### src/design/swm2d_pkg.sv
// Shared constants, types and the minimum tree function of the window minimum block.
`default_nettype none

package swm2d_pkg;

    localparam int MAX_WIDTH  = 1024;
    localparam int MAX_HEIGHT = 1024;
    localparam int MAX_WIN_W  = 16;
    localparam int MAX_WIN_H  = 16;
    localparam int PIXEL_BITS = 16;

    // line store keeps the previous window rows per column
    localparam int LS_ROWS = (MAX_WIN_H > 1) ? MAX_WIN_H - 1 : 1;

    localparam int COL_BITS = (MAX_WIDTH > 1) ? $clog2(MAX_WIDTH) : 1;
    localparam int ROW_BITS = (MAX_HEIGHT > 1) ? $clog2(MAX_HEIGHT) : 1;
    localparam int IW_BITS  = $clog2(MAX_WIDTH + 1);
    localparam int IH_BITS  = $clog2(MAX_HEIGHT + 1);
    localparam int WW_BITS  = $clog2(MAX_WIN_W + 1);
    localparam int WH_BITS  = $clog2(MAX_WIN_H + 1);
    localparam int POS_A    = (IW_BITS > IH_BITS) ? IW_BITS : IH_BITS;
    localparam int POS_B    = (WW_BITS > WH_BITS) ? WW_BITS : WH_BITS;
    localparam int POS_BITS = (POS_A > POS_B) ? POS_A : POS_B;

    // register port field widths
    localparam int IMG_REG_BITS  = 11;
    localparam int WIN_REG_BITS  = 5;
    localparam int CFG_DATA_BITS = 11;
    localparam int CFG_IDX_BITS  = 2;
    localparam int OUT_POS_BITS  = 10;

    localparam logic [CFG_IDX_BITS-1:0] REG_IMAGE_WIDTH  = 2'd0;
    localparam logic [CFG_IDX_BITS-1:0] REG_IMAGE_HEIGHT = 2'd1;
    localparam logic [CFG_IDX_BITS-1:0] REG_WINDOW_WIDTH = 2'd2;
    localparam logic [CFG_IDX_BITS-1:0] REG_WINDOW_HEIGHT = 2'd3;

    localparam int RST_IMAGE_WIDTH   = (8 > MAX_WIDTH) ? MAX_WIDTH : 8;
    localparam int RST_IMAGE_HEIGHT  = (5 > MAX_HEIGHT) ? MAX_HEIGHT : 5;
    localparam int RST_WINDOW_WIDTH  = (3 > MAX_WIN_W) ? MAX_WIN_W : 3;
    localparam int RST_WINDOW_HEIGHT = (2 > MAX_WIN_H) ? MAX_WIN_H : 2;

    localparam int TREE_LEAVES   = (MAX_WIN_W > LS_ROWS + 1) ? MAX_WIN_W : LS_ROWS + 1;
    localparam int TREE_N        = 1 << $clog2(TREE_LEAVES);
    localparam int COL_DATA_BITS = LS_ROWS * PIXEL_BITS;

    localparam int FIFO_DEPTH    = 4;
    localparam int FIFO_PTR_BITS = $clog2(FIFO_DEPTH);
    localparam int FIFO_CNT_BITS = $clog2(FIFO_DEPTH + 1);

    typedef logic [PIXEL_BITS-1:0] t_pix;
    typedef t_pix [TREE_N-1:0]     t_pix_tree;
    // entry 0 is the most recent row
    typedef t_pix [LS_ROWS-1:0]    t_col;

    typedef struct packed {
        logic [IW_BITS-1:0] img_w;
        logic [IH_BITS-1:0] img_h;
        logic [WW_BITS-1:0] win_w;
        logic [WH_BITS-1:0] win_h;
    } t_cfg;

    typedef struct packed {
        t_pix                    min_value;
        logic [OUT_POS_BITS-1:0] out_row;
        logic [OUT_POS_BITS-1:0] out_col;
        logic                    last_of_frame;
    } t_result;

    // balanced minimum over the leaves; unused leaves are set to all ones
    function automatic t_pix f_min_tree(input t_pix_tree v);
        t_pix_tree t;
        t = v;
        for (int s = TREE_N >> 1; s >= 1; s = s >> 1) begin
            for (int j = 0; j < s; j++) begin
                t[j] = (t[2*j+1] < t[2*j]) ? t[2*j+1] : t[2*j];
            end
        end
        return t[0];
    endfunction

endpackage

`default_nettype wire

### src/design/swm2d_cfg.sv
// Configuration registers with clamping of out-of-range values.
`default_nettype none

module swm2d_cfg
    import swm2d_pkg::*;
(
    input  logic                     i_clk,
    input  logic                     i_rst_n,
    input  logic                     i_cfg_we,
    input  logic [CFG_IDX_BITS-1:0]  i_cfg_index,
    input  logic [CFG_DATA_BITS-1:0] i_cfg_data,
    output t_cfg                     o_cfg
);

    logic [IW_BITS-1:0] r_img_w, n_img_w;
    logic [IH_BITS-1:0] r_img_h, n_img_h;
    logic [WW_BITS-1:0] r_win_w, n_win_w;
    logic [WH_BITS-1:0] r_win_h, n_win_h;
    logic [IMG_REG_BITS-1:0] img_v;
    logic [WIN_REG_BITS-1:0] win_v;

    // zero reads as one, too large reads as the maximum
    always_comb begin
        img_v = i_cfg_data[IMG_REG_BITS-1:0];
        win_v = i_cfg_data[WIN_REG_BITS-1:0];

        if (img_v == '0)             n_img_w = IW_BITS'(1);
        else if (img_v > MAX_WIDTH)  n_img_w = IW_BITS'(MAX_WIDTH);
        else                         n_img_w = IW_BITS'(img_v);

        if (img_v == '0)             n_img_h = IH_BITS'(1);
        else if (img_v > MAX_HEIGHT) n_img_h = IH_BITS'(MAX_HEIGHT);
        else                         n_img_h = IH_BITS'(img_v);

        if (win_v == '0)             n_win_w = WW_BITS'(1);
        else if (win_v > MAX_WIN_W)  n_win_w = WW_BITS'(MAX_WIN_W);
        else                         n_win_w = WW_BITS'(win_v);

        if (win_v == '0)             n_win_h = WH_BITS'(1);
        else if (win_v > MAX_WIN_H)  n_win_h = WH_BITS'(MAX_WIN_H);
        else                         n_win_h = WH_BITS'(win_v);
    end

    always_ff @(posedge i_clk) begin
        if (!i_rst_n) begin
            r_img_w <= IW_BITS'(RST_IMAGE_WIDTH);
            r_img_h <= IH_BITS'(RST_IMAGE_HEIGHT);
            r_win_w <= WW_BITS'(RST_WINDOW_WIDTH);
            r_win_h <= WH_BITS'(RST_WINDOW_HEIGHT);
        end else if (i_cfg_we) begin
            unique case (i_cfg_index)
                REG_IMAGE_WIDTH:   r_img_w <= n_img_w;
                REG_IMAGE_HEIGHT:  r_img_h <= n_img_h;
                REG_WINDOW_WIDTH:  r_win_w <= n_win_w;
                REG_WINDOW_HEIGHT: r_win_h <= n_win_h;
            endcase
        end
    end

    assign o_cfg = '{img_w: r_img_w, img_h: r_img_h, win_w: r_win_w, win_h: r_win_h};

endmodule

`default_nettype wire

### config.mk
export PLATFORM = sky130hd
export DESIGN_NAME = swm2d_cfg
export DESIGN_NICKNAME = d
export VERILOG_FILES = /design/src/design/swm2d_pkg.sv /design/src/design/swm2d_cfg.sv
export SDC_FILE = /design/constraint.sdc
export NUM_CORES = 1
export LEC_CHECK = 0
export BUFFER_PORTS_ARGS = -buffer_cell sky130_fd_sc_hd__buf_4
export CORE_ASPECT_RATIO = 1.2
export CORE_MARGIN = 2
export CORE_UTILIZATION = 42
export CTS_CLUSTER_DIAMETER = 60
export DETAILED_ROUTE_END_ITERATION = 7
export GPL_ROUTABILITY_DRIVEN = 0
export PLACE_DENSITY = 0.79
export SLEW_MARGIN = 30
export SYNTH_ARGS = -nofsm -noshare
export SYNTH_HDL_FRONTEND = slang
export SYNTH_SLANG_ARGS = --single-unit
### constraint.sdc
create_clock -name i_clk -period 1.1 [get_ports i_clk]
set_input_delay 0.22 -clock i_clk [delete_from_list [all_inputs] [get_ports i_clk]]
set_output_delay 0.22 -clock i_clk [all_outputs]
set_load 0.05 [all_outputs]
==> results_dict.tcl <==
set metrics [dict create \
    status "finished, final reports clean" \
    finalClockSkew_ns 0 \
    dpl.hpwl_um 2480 \
    drt-total-wl_um 3440 \
    synth_area_leader_cell "dfxtp_1" \
    startpoint_type "flip-flop" \
    drt.antenna.violating_nets 0 \
    fin_tns_setup_ns 0 \
    synth_top_area_frac 0.514 \
    synth.distinct_cells 27 \
    holdPathStages 2 \
    reg2reg_depth 3 \
    p_per_area_nw_per_um2 1190 \
    synth.area.top_cells "dfxtp_1 (51%), nand2_1 (11%), a21oi_1 (7.6%)" \
    synth_ff_type "dfxtp_1" \
    n_antenna_cell 0 \
    dpl_worst_slack_ns -0.116 \
    core_sq_um 2810 \
    first_pass_iters 4 \
    wl_per_cell_um 14.2 \
    yosys_warnings 0 \
    rows 21 \
    cp.arrival_ns 0.86 \
    setup_viol 0 \
    finalMaxSlewViolations 0 \
    maxCapViolCount 0 \
    grt_max_degree 15 \
    drtIter0Drc 27 \
    port_buffers 47 \
    hold_viol 0 \
    leakage_uw 0.000862 \
    critical-path-top-delay-family "flip-flops" \
    cts_buffer_depth 2 \
    slowest_stage "dfxtp_2" \
    fillerInstances 218 \
    die_area_sq_um 3420 \
    numCtsBuffers 5 \
    multiInputGateArea_sq_um 561 \
    worstPathRequired_ns 0.88 \
    synth_most_common_cell "nand2_1" \
    antenna_found_initial 0 \
    fmax_mhz 927 \
    cp.depth 1 \
    die_x_um 53.8 \
    worst_pin_slew_ns 0.317 \
    area_growth_pct 58.6 \
    synthArstFlopShare 0 \
    gr-total-overflow 0 \
    ff_latch_area_sq_um 679 \
    routed-via-count 1236 \
    clock_latency_ns 0.34 \
    fin_nets 224 \
    globalRouteTotalUtil 0.232 \
    die_h_um 63.7 \
    cts_setup_buffers 0 \
    ios 48 \
    cp_cell_sequence "buf_8" \
    criticalPathCategory "flip-flop to output pin" \
    path_clk_slew_ns 0.09 \
    syn-cell-area_sq_um 1250 \
    drive_above_1_share 0.474 \
    ys_seq_area_frac 0.514 \
    start_util 0.444 \
    cts_root_buffer "clkbuf_4" \
    slew_headroom 0.786 \
    rsz0062_at_grt "yes" \
    h-tree-depth 2 \
    viasPerCell 5.09 \
    ys_ff_latch 32 \
    synthTopCellsByCount "nand2_1 (38), dfxtp_1 (32), a21oi_1 (19)" \
    synth_nets 165 \
    hp-class "input port to flip-flop" \
    fin_crit_ns 1.08 \
    fin_crit_sh 0.981 \
    synth-edff-count 0 \
    tritoncts "yes" \
    worstSetupEndpointType "output pin" \
    setup_ws_ns 0.0210 \
    critical-path-max-stage-delay_ns 0.37 \
    post-route-drc-count 0 \
    crit_buf_inv 1 \
    grt_pass1_wl_um 5690 \
    crit_fanout 2 \
    grt_pass1_vias 1231 \
    avgSynthCellArea_sq_um 8.37 \
    cts_sinks 32 \
    ir_drop_mv 0.951 \
    synth_cells 149 \
]
[layout by cell type, fill, tap and decap left out, types with 3 or more instances in the layout]
master	instances
clkbuf_4	5
nand3b_1	4
nand2_1	38
nor2b_1	9
mux2i_1	6
nor2_1	7
buf_4	27
a21oi_1	19
buf_6	26
o211ai_1	3
buf_8	6
dfxtp_2	31
nand3_1	4
[metal layers]
layer / vias to the layer above / share of wire / global-route usage
met5: - / 0 / 0
met4: 0 / 0.023 / 0.122
met3: 9 / 0.071 / 0.0948
met2: 43 / 0.52 / 0.367
met1: 571 / 0.39 / 0.255
li1: 613 / - / -
[final timing paths]
kind | start | end | slack [ns]
hold / removal | i_rst_n | r_img_w[3]$_SDFFE_PN1P_ | 0.12
setup reg to reg | r_img_h[0]$_SDFFE_PN1P_ | r_img_h[0]$_SDFFE_PN1P_ | 0.30
hold reg to reg | r_img_w[9]$_SDFFE_PN0P_ | r_img_w[9]$_SDFFE_PN0P_ | 0.46
setup / recovery | r_img_w[2]$_SDFFE_PN0P_ | o_cfg[23] | 0.02
[kinds of logic (layout without fill, tap and decap cells)]
kind of cell           Yosys count  after routing  synth area share
AOI/OAI and AO/OA               27             27             0.123
buffers and inverters           12             72            0.0371
DFF                             32             32             0.514
muxes                            7              7            0.0572
and+or+nand+nor                 71             71             0.269
[layout make-up]
type,count,area share
Clock buffer,8,0.0297
Inverter,3,0.00569
Multi-Input combinational cell,105,0.283
Sequential cell,32,0.343
Tap cell,34,0.0215
Timing Repair Buffer,61,0.316
[flip-flops by register name (all words and copies together) (netlist names)]
register  flops
r_img_h      11
r_img_w      11
r_win_h       5
r_win_w       5
[timing repair]
item                       CTS  global route
resized for setup           46            23
hold buffers                 0             0
setup endpoints to repair   32            23
[stage by stage]
stage | instance area (sq um) | std cells | hold slack [ns] | util | power, uW
5_1_grt | 1980 | 243 | 0.111 | 0.704 | 2450
3_3_place_gp | 1740 | 235 | 0.445 | 0.618 | 1630
6_report | 1980 | 243 | 0.119 | 0.704 | 2360
2_1_floorplan | 1250 | 149 | 0.377 | - | 1470
3_5_place_dp | 1740 | 235 | 0.448 | 0.618 | 1640
4_1_cts | 1930 | 243 | 0.107 | 0.688 | 2370
[worst register-to-register path, stage by stage (launching register included)]
cell and delay (ns):
dfxtp_2 0.34, inv_1 0.04, mux2_2 0.25, o211ai_1 0.09
[report_power, final]
part	switching (uW)	internal, uW
combinational	254	186
clock	384	315
sequential	26.0	1200
No activity file was read; power rests on OpenSTA's default activity.
