[src/design/swm2d_pkg.sv]
// Shared constants, types and the minimum tree function of the window minimum block.
`default_nettype none

package swm2d_pkg;

    localparam int MAX_WIDTH  = 1024;
    localparam int MAX_HEIGHT = 1024;
    localparam int MAX_WIN_W  = 16;
    localparam int MAX_WIN_H  = 16;
    localparam int PIXEL_BITS = 16;

    // line store keeps the previous window rows per column
    localparam int LS_ROWS = (MAX_WIN_H > 1) ? MAX_WIN_H - 1 : 1;

    localparam int COL_BITS = (MAX_WIDTH > 1) ? $clog2(MAX_WIDTH) : 1;
    localparam int ROW_BITS = (MAX_HEIGHT > 1) ? $clog2(MAX_HEIGHT) : 1;
    localparam int IW_BITS  = $clog2(MAX_WIDTH + 1);
    localparam int IH_BITS  = $clog2(MAX_HEIGHT + 1);
    localparam int WW_BITS  = $clog2(MAX_WIN_W + 1);
    localparam int WH_BITS  = $clog2(MAX_WIN_H + 1);
    localparam int POS_A    = (IW_BITS > IH_BITS) ? IW_BITS : IH_BITS;
    localparam int POS_B    = (WW_BITS > WH_BITS) ? WW_BITS : WH_BITS;
    localparam int POS_BITS = (POS_A > POS_B) ? POS_A : POS_B;

    // register port field widths
    localparam int IMG_REG_BITS  = 11;
    localparam int WIN_REG_BITS  = 5;
    localparam int CFG_DATA_BITS = 11;
    localparam int CFG_IDX_BITS  = 2;
    localparam int OUT_POS_BITS  = 10;

    localparam logic [CFG_IDX_BITS-1:0] REG_IMAGE_WIDTH  = 2'd0;
    localparam logic [CFG_IDX_BITS-1:0] REG_IMAGE_HEIGHT = 2'd1;
    localparam logic [CFG_IDX_BITS-1:0] REG_WINDOW_WIDTH = 2'd2;
    localparam logic [CFG_IDX_BITS-1:0] REG_WINDOW_HEIGHT = 2'd3;

    localparam int RST_IMAGE_WIDTH   = (8 > MAX_WIDTH) ? MAX_WIDTH : 8;
    localparam int RST_IMAGE_HEIGHT  = (5 > MAX_HEIGHT) ? MAX_HEIGHT : 5;
    localparam int RST_WINDOW_WIDTH  = (3 > MAX_WIN_W) ? MAX_WIN_W : 3;
    localparam int RST_WINDOW_HEIGHT = (2 > MAX_WIN_H) ? MAX_WIN_H : 2;

    localparam int TREE_LEAVES   = (MAX_WIN_W > LS_ROWS + 1) ? MAX_WIN_W : LS_ROWS + 1;
    localparam int TREE_N        = 1 << $clog2(TREE_LEAVES);
    localparam int COL_DATA_BITS = LS_ROWS * PIXEL_BITS;

    localparam int FIFO_DEPTH    = 4;
    localparam int FIFO_PTR_BITS = $clog2(FIFO_DEPTH);
    localparam int FIFO_CNT_BITS = $clog2(FIFO_DEPTH + 1);

    typedef logic [PIXEL_BITS-1:0] t_pix;
    typedef t_pix [TREE_N-1:0]     t_pix_tree;
    // entry 0 is the most recent row
    typedef t_pix [LS_ROWS-1:0]    t_col;

    typedef struct packed {
        logic [IW_BITS-1:0] img_w;
        logic [IH_BITS-1:0] img_h;
        logic [WW_BITS-1:0] win_w;
        logic [WH_BITS-1:0] win_h;
    } t_cfg;

    typedef struct packed {
        t_pix                    min_value;
        logic [OUT_POS_BITS-1:0] out_row;
        logic [OUT_POS_BITS-1:0] out_col;
        logic                    last_of_frame;
    } t_result;

    // balanced minimum over the leaves; unused leaves are set to all ones
    function automatic t_pix f_min_tree(input t_pix_tree v);
        t_pix_tree t;
        t = v;
        for (int s = TREE_N >> 1; s >= 1; s = s >> 1) begin
            for (int j = 0; j < s; j++) begin
                t[j] = (t[2*j+1] < t[2*j]) ? t[2*j+1] : t[2*j];
            end
        end
        return t[0];
    endfunction

endpackage

`default_nettype wire

[src/design/swm2d_hmin.sv]
// Row pixel shift line and horizontal minimum over the active window width.
`default_nettype none

module swm2d_hmin
    import swm2d_pkg::*;
(
    input  logic               i_clk,
    input  logic               i_rst_n,
    input  logic               i_shift,
    input  t_pix               i_pixel,
    input  logic [WW_BITS-1:0] i_win_w,
    output t_pix               o_hmin
);

    t_pix      r_window [MAX_WIN_W];
    t_pix_tree leaves;

    always_ff @(posedge i_clk) begin
        if (!i_rst_n) begin
            for (int i = 0; i < MAX_WIN_W; i++) begin
                r_window[i] <= '0;
            end
        end else if (i_shift) begin
            r_window[0] <= i_pixel;
            for (int i = 1; i < MAX_WIN_W; i++) begin
                r_window[i] <= r_window[i-1];
            end
        end
    end

    always_comb begin
        leaves = '1;
        for (int i = 0; i < MAX_WIN_W; i++) begin
            if (WW_BITS'(i) < i_win_w) begin
                leaves[i] = r_window[i];
            end
        end
        o_hmin = f_min_tree(leaves);
    end

endmodule

`default_nettype wire

[config.mk]
export PLATFORM = sky130hd
export DESIGN_NAME = swm2d_hmin
export DESIGN_NICKNAME = d
export VERILOG_FILES = /design/src/design/swm2d_pkg.sv /design/src/design/swm2d_hmin.sv
export SDC_FILE = /design/constraint.sdc
export NUM_CORES = 1
export LEC_CHECK = 0
export ABC_AREA = 1
export BUFFER_PORTS_ARGS = -buffer_cell sky130_fd_sc_hd__buf_4
export CORE_ASPECT_RATIO = 0.8
export CORE_UTILIZATION = 65
export CTS_CLUSTER_SIZE = 25
export DETAILED_ROUTE_END_ITERATION = 10
export HOLD_SLACK_MARGIN = 0.06
export PLACE_DENSITY = 0.82
export REMOVE_ABC_BUFFERS = 1
export SLEW_MARGIN = 10
export SYNTH_ARGS = -nofsm -noshare
export SYNTH_HDL_FRONTEND = slang
export SYNTH_SLANG_ARGS = --single-unit
[constraint.sdc]
create_clock -name i_clk -period 18.3 [get_ports i_clk]
set_clock_uncertainty 0.05 [all_clocks]
set_input_delay 0.915 -clock i_clk [delete_from_list [all_inputs] [get_ports i_clk]]
set_output_delay 0.915 -clock i_clk [all_outputs]
set_load 0.005 [all_outputs]
==> impl_metrics.py, run 1 <==
metrics = {
    "outcome": {
        "status": "finished clean",
    },
    "sta": {
        "fin_crit_ps": 11860,
        "max_freq_mhz": 84.3,
        "setup_viol": 0,
        "finalCritPeriodShare_pct": 64.8,
        "slew_viol_final": 0,
        "maxSlewHeadroom_pct": 28.6,
        "hold_viol_final": 0,
        "tns_ps": 0,
        "rsz0062_at_grt": "no",
        "worst_slew_pin_slew_ps": 1070,
    },
    "detailed_routing": {
        "drtIter0Drc": 1847,
        "routedWlPerCell_um": 17.5,
        "antenna_left": 0,
        "totalWireLength_um": 49600,
        "drc": 0,
        "drtPass1Iterations": 7,
        "viasPerCell": 5.73,
        "vias": 16200,
    },
    "final_layout": {
        "drive_gt1_share_pct": 7.36,
        "largest_reg_flops": 256,
        "nets": 2669,
        "syn2layout_area_growth_pct": 7.32,
        "reg_top3": "r_window (256)",
        "top_register": "r_window",
        "final-seq-area_um2": 7690,
        "diodes": 0,
        "fillerInstances": 2226,
        "multi_input_area_um2": 9270,
    },
    "setup_path": {
        "end_kind": "primary output",
        "rr_worst_depth": 2,
        "required_ps": 17340,
        "crit_start": "i_win_w[4]",
        "regToRegSetupSlack_ps": 17240,
        "path_buf_inv": 5,
        "cpPeakStageDelay_ps": 760,
        "rr_endpoint": "r_window[0][49]$_SDFFCE_PN0P_",
        "crit_family": "simple AND/OR/NAND/NOR gates",
        "crit_path_start_kind": "input port",
        "crit_slowest_cell": "a2111oi_0",
        "cpMostUsedCell": "nand2_1",
        "critPathArrivalTime_ps": 10900,
        "crit_path_max_fanout": 31,
        "crit_type": "input port to primary output",
        "r2r-start": "r_window[0][33]$_SDFFCE_PN0P_",
    },
    "power": {
        "finalPower_uw": 3220,
        "power_leakage_uw": 0.0103,
        "power_density_nw_per_um2": 160,
        "ir_drop_v": 0.000236,
    },
    "yosys": {
        "yosysTopAreaCellShare_pct": 41.0,
        "synth_top_cell_by_area": "edfxtp_1",
        "netlist_area_um2": 18700,
        "synth_most_common_cell": "nand2_1",
        "ys.flop_type": "edfxtp_1",
        "synth_common_cells": "nand2_1, inv_1, nor2_1, edfxtp_1, o21ai_0",
        "syn_avg_cell_area_um2": 7.66,
        "synth_warnings": 0,
        "netlist-cell-type-count": 33,
        "synth_edf_count": 256,
        "ys_async_sr_fraction_pct": 0,
        "ys_seq_area_share_pct": 41.0,
        "synth-seq-cells": 256,
        "synth_cells": 2446,
        "synth.area.top_cells": "edfxtp_1, ha_1, nand2_1, inv_1, nor2_1",
    },
    "floorplan": {
        "die_x_um": 192,
        "die_h_um": 154,
        "core_area_um2": 28300,
        "pin_count": 40,
        "dieArea_um2": 29500,
        "rows": 55,
        "initial_utilization_pct": 66.2,
    },
    "hold_path": {
        "holdPathStages": 2,
        "hold_start": "r_window[1][19]$_SDFFCE_PN0P_",
        "hold_end": "r_window[1][35]$_SDFFCE_PN0P_",
        "holdCritPathClass": "flip-flop to flip-flop",
    },
    "clock_network": {
        "htree_levels": 1,
        "cts_made_buffers": 28,
        "cts_hold_buf": 0,
        "cts_resized": 0,
        "clk_path_buf_depth": 3,
        "cts-root-buf": "clkbuf_16",
        "worst_skew_pair.late_latency_ps": 570,
        "cts.sinks": 256,
        "cts_tree": "yes",
        "cts_setup_buffers": 0,
        "cts.clk_slew.worst_paths_ps": 60,
    },
    "global_routing": {
        "grt.busiest_layer": "met2",
        "grt_start_max_net_pins": 103,
        "grt_pass1_wl_um": 77700,
        "track_usage_pct": 33.8,
        "grt_pass1_vias": 15000,
        "groute.layer.met1.usage_pct": 49.8,
        "antenna_found_initial": 0,
        "grt_use_met2_pct": 51.6,
        "overflow": 0,
        "use_met3_pct": 4.54,
    },
    "place": {
        "place.gp.congestion": 1.00,
        "port_buffers": 39,
        "dp_hpwl_um": 37600,
    },
    "run": {
        "maxCapViolCount": 0,
    },
}
-- layer usage --
metal / up-vias / share of wire, %
met4: 0 / 3.2
met1: 7459 / 45
met5: - / 0
met2: 740 / 43
li1: 7896 / -
met3: 114 / 8.8
-- layout by cell type, fill, tap and decap left out, types with 3 or more instances in the layout --
| cell type | synthesis | routed |
|---|---|---|
| edfxtp_1 | 256 | 256 |
| buf_4 | 2 | 45 |
| a211oi_1 | 20 | 20 |
| nor2_1 | 308 | 308 |
| o21a_1 | 4 | 4 |
| nor3_1 | 15 | 15 |
| o221a_2 | 8 | 8 |
| a21oi_1 | 91 | 91 |
| inv_1 | 376 | 376 |
| clkinv_2 | 0 | 7 |
| o21ai_1 | 4 | 4 |
| inv_2 | 4 | 4 |
| clkbuf_16 | 0 | 28 |
| clkinv_4 | 0 | 5 |
| o21ai_0 | 210 | 210 |
| nand2_1 | 681 | 679 |
| nand4_1 | 16 | 16 |
| nand3b_1 | 10 | 10 |
| or2_2 | 53 | 53 |
| ha_1 | 209 | 209 |
| nand2_2 | 13 | 13 |
| nand3_1 | 58 | 58 |
| nor3b_1 | 3 | 3 |
| nand2_4 | 5 | 7 |
| nand3_2 | 3 | 3 |
| clkinv_1 | 6 | 11 |
-- how the worst max path moves through the flow --
stage | slack [ps] | depth (start not counted) | end
CTS | 6730 | 38 | o_hmin[12]
detailed placement | 6740 | 38 | o_hmin[12]
global placement | 6950 | 38 | o_hmin[15]
global route | 5470 | 38 | o_hmin[12]
floorplan | 9300 | 40 | o_hmin[11]
finish | 6440 | 38 | o_hmin[12]
-- stage by stage --
step           cells  instance area [um^2]  worst slack [ps]  util [%]  hold WS, ps
2_1_floorplan   2361                 18400              9300         -          442
3_3_place_gp    2776                 19200              6950      67.9          457
3_5_place_dp    2776                 19200              6740      67.9          461
4_1_cts         2828                 20100              6730      71.1          477
5_1_grt         2828                 20100              5470      71.1          497
6_report        2828                 20100              6440      71.1          476
-- cell families (layout without fill, tap and decap cells) --
family,after synthesis,in the layout,synth area share (%)
buffers and inverters,471,483,9.57
and+or+nand+nor,1169,1169,25.7
DFF,256,256,41.0
adders and majority gates,209,209,14.0
AOI/OAI and AO/OA,341,341,9.77
-- tightest hold or removal path: stages (launching register included) --
cell and delay [ps]:
edfxtp_1 340, nand2_1 50, inv_1 40
-- where the power goes --
part | leakage, uW | switching, uW | internal, uW
Clock | 0.000443 | 249 | 311
Combinational | 0.00707 | 1270 | 688
Sequential | 0.00283 | 18.7 | 690
Total | 0.0103 | 1540 | 1690
-- cell type report --
type / instances / area share [%]
multi-input cells: 1719 / 46.1
flip-flops and latches: 256 / 38.2
inverters: 386 / 7.21
clock buffers: 30 / 3.52
well taps: 370 / 2.30
repair buffers: 45 / 1.68
clock inverters: 22 / 0.946
Power figures use the tool's default switching activity.
==> run 2, diff against run 1 <==
Settings changed: CORE_UTILIZATION 65 to 64, PLACE_DENSITY 0.82 to 0.81.
Clock period 18.3 ns to 12.26 ns, I/O delays scaled along.
==> impl_metrics.py, run 2 (synthesized netlist as in run 1, its figures left out) <==
metrics = {
    "final_layout": {
        "final_cell_mix": "nand2_1, inv_1, nor2_1",
        "reg_top3": "r_window (256)",
        "nets": 2667,
        "drive_gt1_share_pct": 7.05,
        "top_register": "r_window",
        "fillerInstances": 2223,
        "diodes": 0,
        "syn2layout_area_growth_pct": 7.09,
        "largest_reg_flops": 256,
        "final_common_cell": "nand2_1",
        "final-seq-area_um2": 7690,
        "multi_input_area_um2": 9270,
    },
    "setup_path": {
        "cpPeakStageDelay_ps": 950,
        "r2r-start": "r_window[0][33]$_SDFFCE_PN0P_",
        "crit_slowest_cell": "a2111oi_0",
        "critPathCapture": "o_hmin[12]",
        "crit_path_start_kind": "input port",
        "required_ps": 11600,
        "end_kind": "primary output",
        "rr_worst_depth": 2,
        "rr_endpoint": "r_window[0][49]$_SDFFCE_PN0P_",
        "cpMostUsedCell": "nand2_1",
        "regToRegSetupSlack_ps": 11260,
        "critPathArrivalTime_ps": 10840,
        "crit_path_max_fanout": 30,
        "crit_start": "i_win_w[4]",
        "crit_type": "input port to primary output",
    },
    "global_routing": {
        "overflow": 0,
        "grt_pass1_vias": 15400,
        "grt_pass1_wl_um": 78800,
        "antenna_found_initial": 0,
        "track_usage_pct": 33.2,
        "grt_start_max_net_pins": 99,
    },
    "clock_network": {
        "cts_made_buffers": 28,
        "cts-root-buf": "clkbuf_16",
        "cts_resized": 0,
        "cts_tree": "yes",
        "worst_skew_pair.late_latency_ps": 580,
        "cts.clk_slew.worst_paths_ps": 60,
        "cts_setup_buffers": 0,
        "cts_hold_buf": 0,
        "clk_path_buf_depth": 3,
        "cts.sinks": 256,
        "htree_levels": 1,
    },
    "sta": {
        "worst_slew_pin_slew_ps": 1210,
        "finalCritPeriodShare_pct": 93.8,
        "setup_viol": 0,
        "rsz0062_at_grt": "no",
        "setup_ws_ps": 758,
        "hold_viol_final": 0,
        "slew_viol_final": 0,
        "max_freq_mhz": 86.9,
        "maxSlewHeadroom_pct": 17.0,
        "tns_ps": 0,
        "fin_crit_ps": 11500,
    },
    "power": {
        "power.share.clock_pct": 17.4,
        "internal_power_uw": 2510,
        "p_comb_share_pct": 60.2,
        "power_frac_seq_pct": 22.5,
        "finalPower_uw": 4710,
        "p_sw_uw": 2200,
        "power_density_nw_per_um2": 235,
        "switching_share_pct": 46.7,
        "ir_drop_v": 0.000189,
        "power_leakage_uw": 0.0103,
    },
    "detailed_routing": {
        "drtIter0Drc": 1458,
        "antenna_left": 0,
        "drtPass1Iterations": 10,
        "vias": 16000,
        "totalWireLength_um": 49200,
        "viasPerCell": 5.67,
        "routedWlPerCell_um": 17.4,
        "drc": 1,
    },
    "outcome": {
        "status": "finished, violations left",
        "violations": "design-rule violations",
    },
    "floorplan": {
        "initial_utilization_pct": 65.7,
        "rows": 55,
        "die_x_um": 193,
        "core_area_um2": 28500,
        "pin_count": 40,
        "dieArea_um2": 30000,
        "die_h_um": 155,
    },
    "hold_path": {
        "holdCritPathClass": "input port to flip-flop",
    },
    "place": {
        "dp_hpwl_um": 37200,
        "port_buffers": 39,
        "place.gp.congestion": 0.969,
        "dp_slack_ps": 572,
    },
    "run": {
        "maxCapViolCount": 0,
    },
}
## run 2: cell types whose count changed in the layout (fill, tap and decap cells not counted), moves of 2 or more
cell	change
buf_4	-2
clkbuf_1	+3
clkinv_1	+2
clkinv_2	-3
clkinv_4	-4
## run 2: how the worst min path moves through the flow
stage                                        from                             to  depth (start not counted)
floorplan           r_window[1][64]$_SDFFCE_PN0P_  r_window[1][80]$_SDFFCE_PN0P_                          2
detailed placement  r_window[1][40]$_SDFFCE_PN0P_  r_window[1][56]$_SDFFCE_PN0P_                          2
global placement    r_window[1][63]$_SDFFCE_PN0P_  r_window[1][79]$_SDFFCE_PN0P_                          2
finish                                 i_pixel[3]   r_window[0][3]$_SDFFCE_PN0P_                          3
CTS                                    i_pixel[3]   r_window[0][3]$_SDFFCE_PN0P_                          3
global route                           i_pixel[9]   r_window[0][9]$_SDFFCE_PN0P_                          3
## run 2: cell type report
class | count | area share, %
Inverter | 386 | 7.22
Sequential cell | 256 | 38.3
Multi-Input combinational cell | 1719 | 46.2
Timing Repair Buffer | 43 | 1.61
Tap cell | 370 | 2.31
Clock buffer | 33 | 3.59
Clock inverter | 17 | 0.730
## run 2: through the flow
stage / std cells / hold WS [ps] / instance area, um^2 / util (%)
after detailed placement: 2774 / 467 / 19200 / 67.3
after floorplan: 2361 / 442 / 18400 / -
after global placement: 2774 / 456 / 19200 / 67.3
after global routing: 2824 / 288 / 20100 / 70.4
after CTS: 2824 / 274 / 20100 / 70.4
final: 2824 / 285 / 20100 / 70.4
## run 2: critical path: cells and delay by family
kind / cells / cell delay [ps]
AND/OR/NAND/NOR: 15 / 3190
adder cells (fa/ha/maj): 4 / 1360
buffers and inverters: 6 / 1270
AO/OA/AOI/OAI: 14 / 4370
## run 2: per-layer routing
layer  vias to the layer above  wire [um]  track usage (%)
met5                         -          0                0
met4                         0       2520             16.3
met3                       148       3410             4.73
met2                       616      23200             56.6
met1                      7343      20100             42.0
li1                       7893          -                -
## run 2: power by group through the flow
stage          registers (uW)  clock network (uW)  logic [uW]
6_report                 1060                 818        2840
5_1_grt                  1060                 854        3170
4_1_cts                  1060                 823        2770
3_5_place_dp             1080                   0        2750
3_3_place_gp             1080                   0        2680
2_1_floorplan            1070                   0        1730
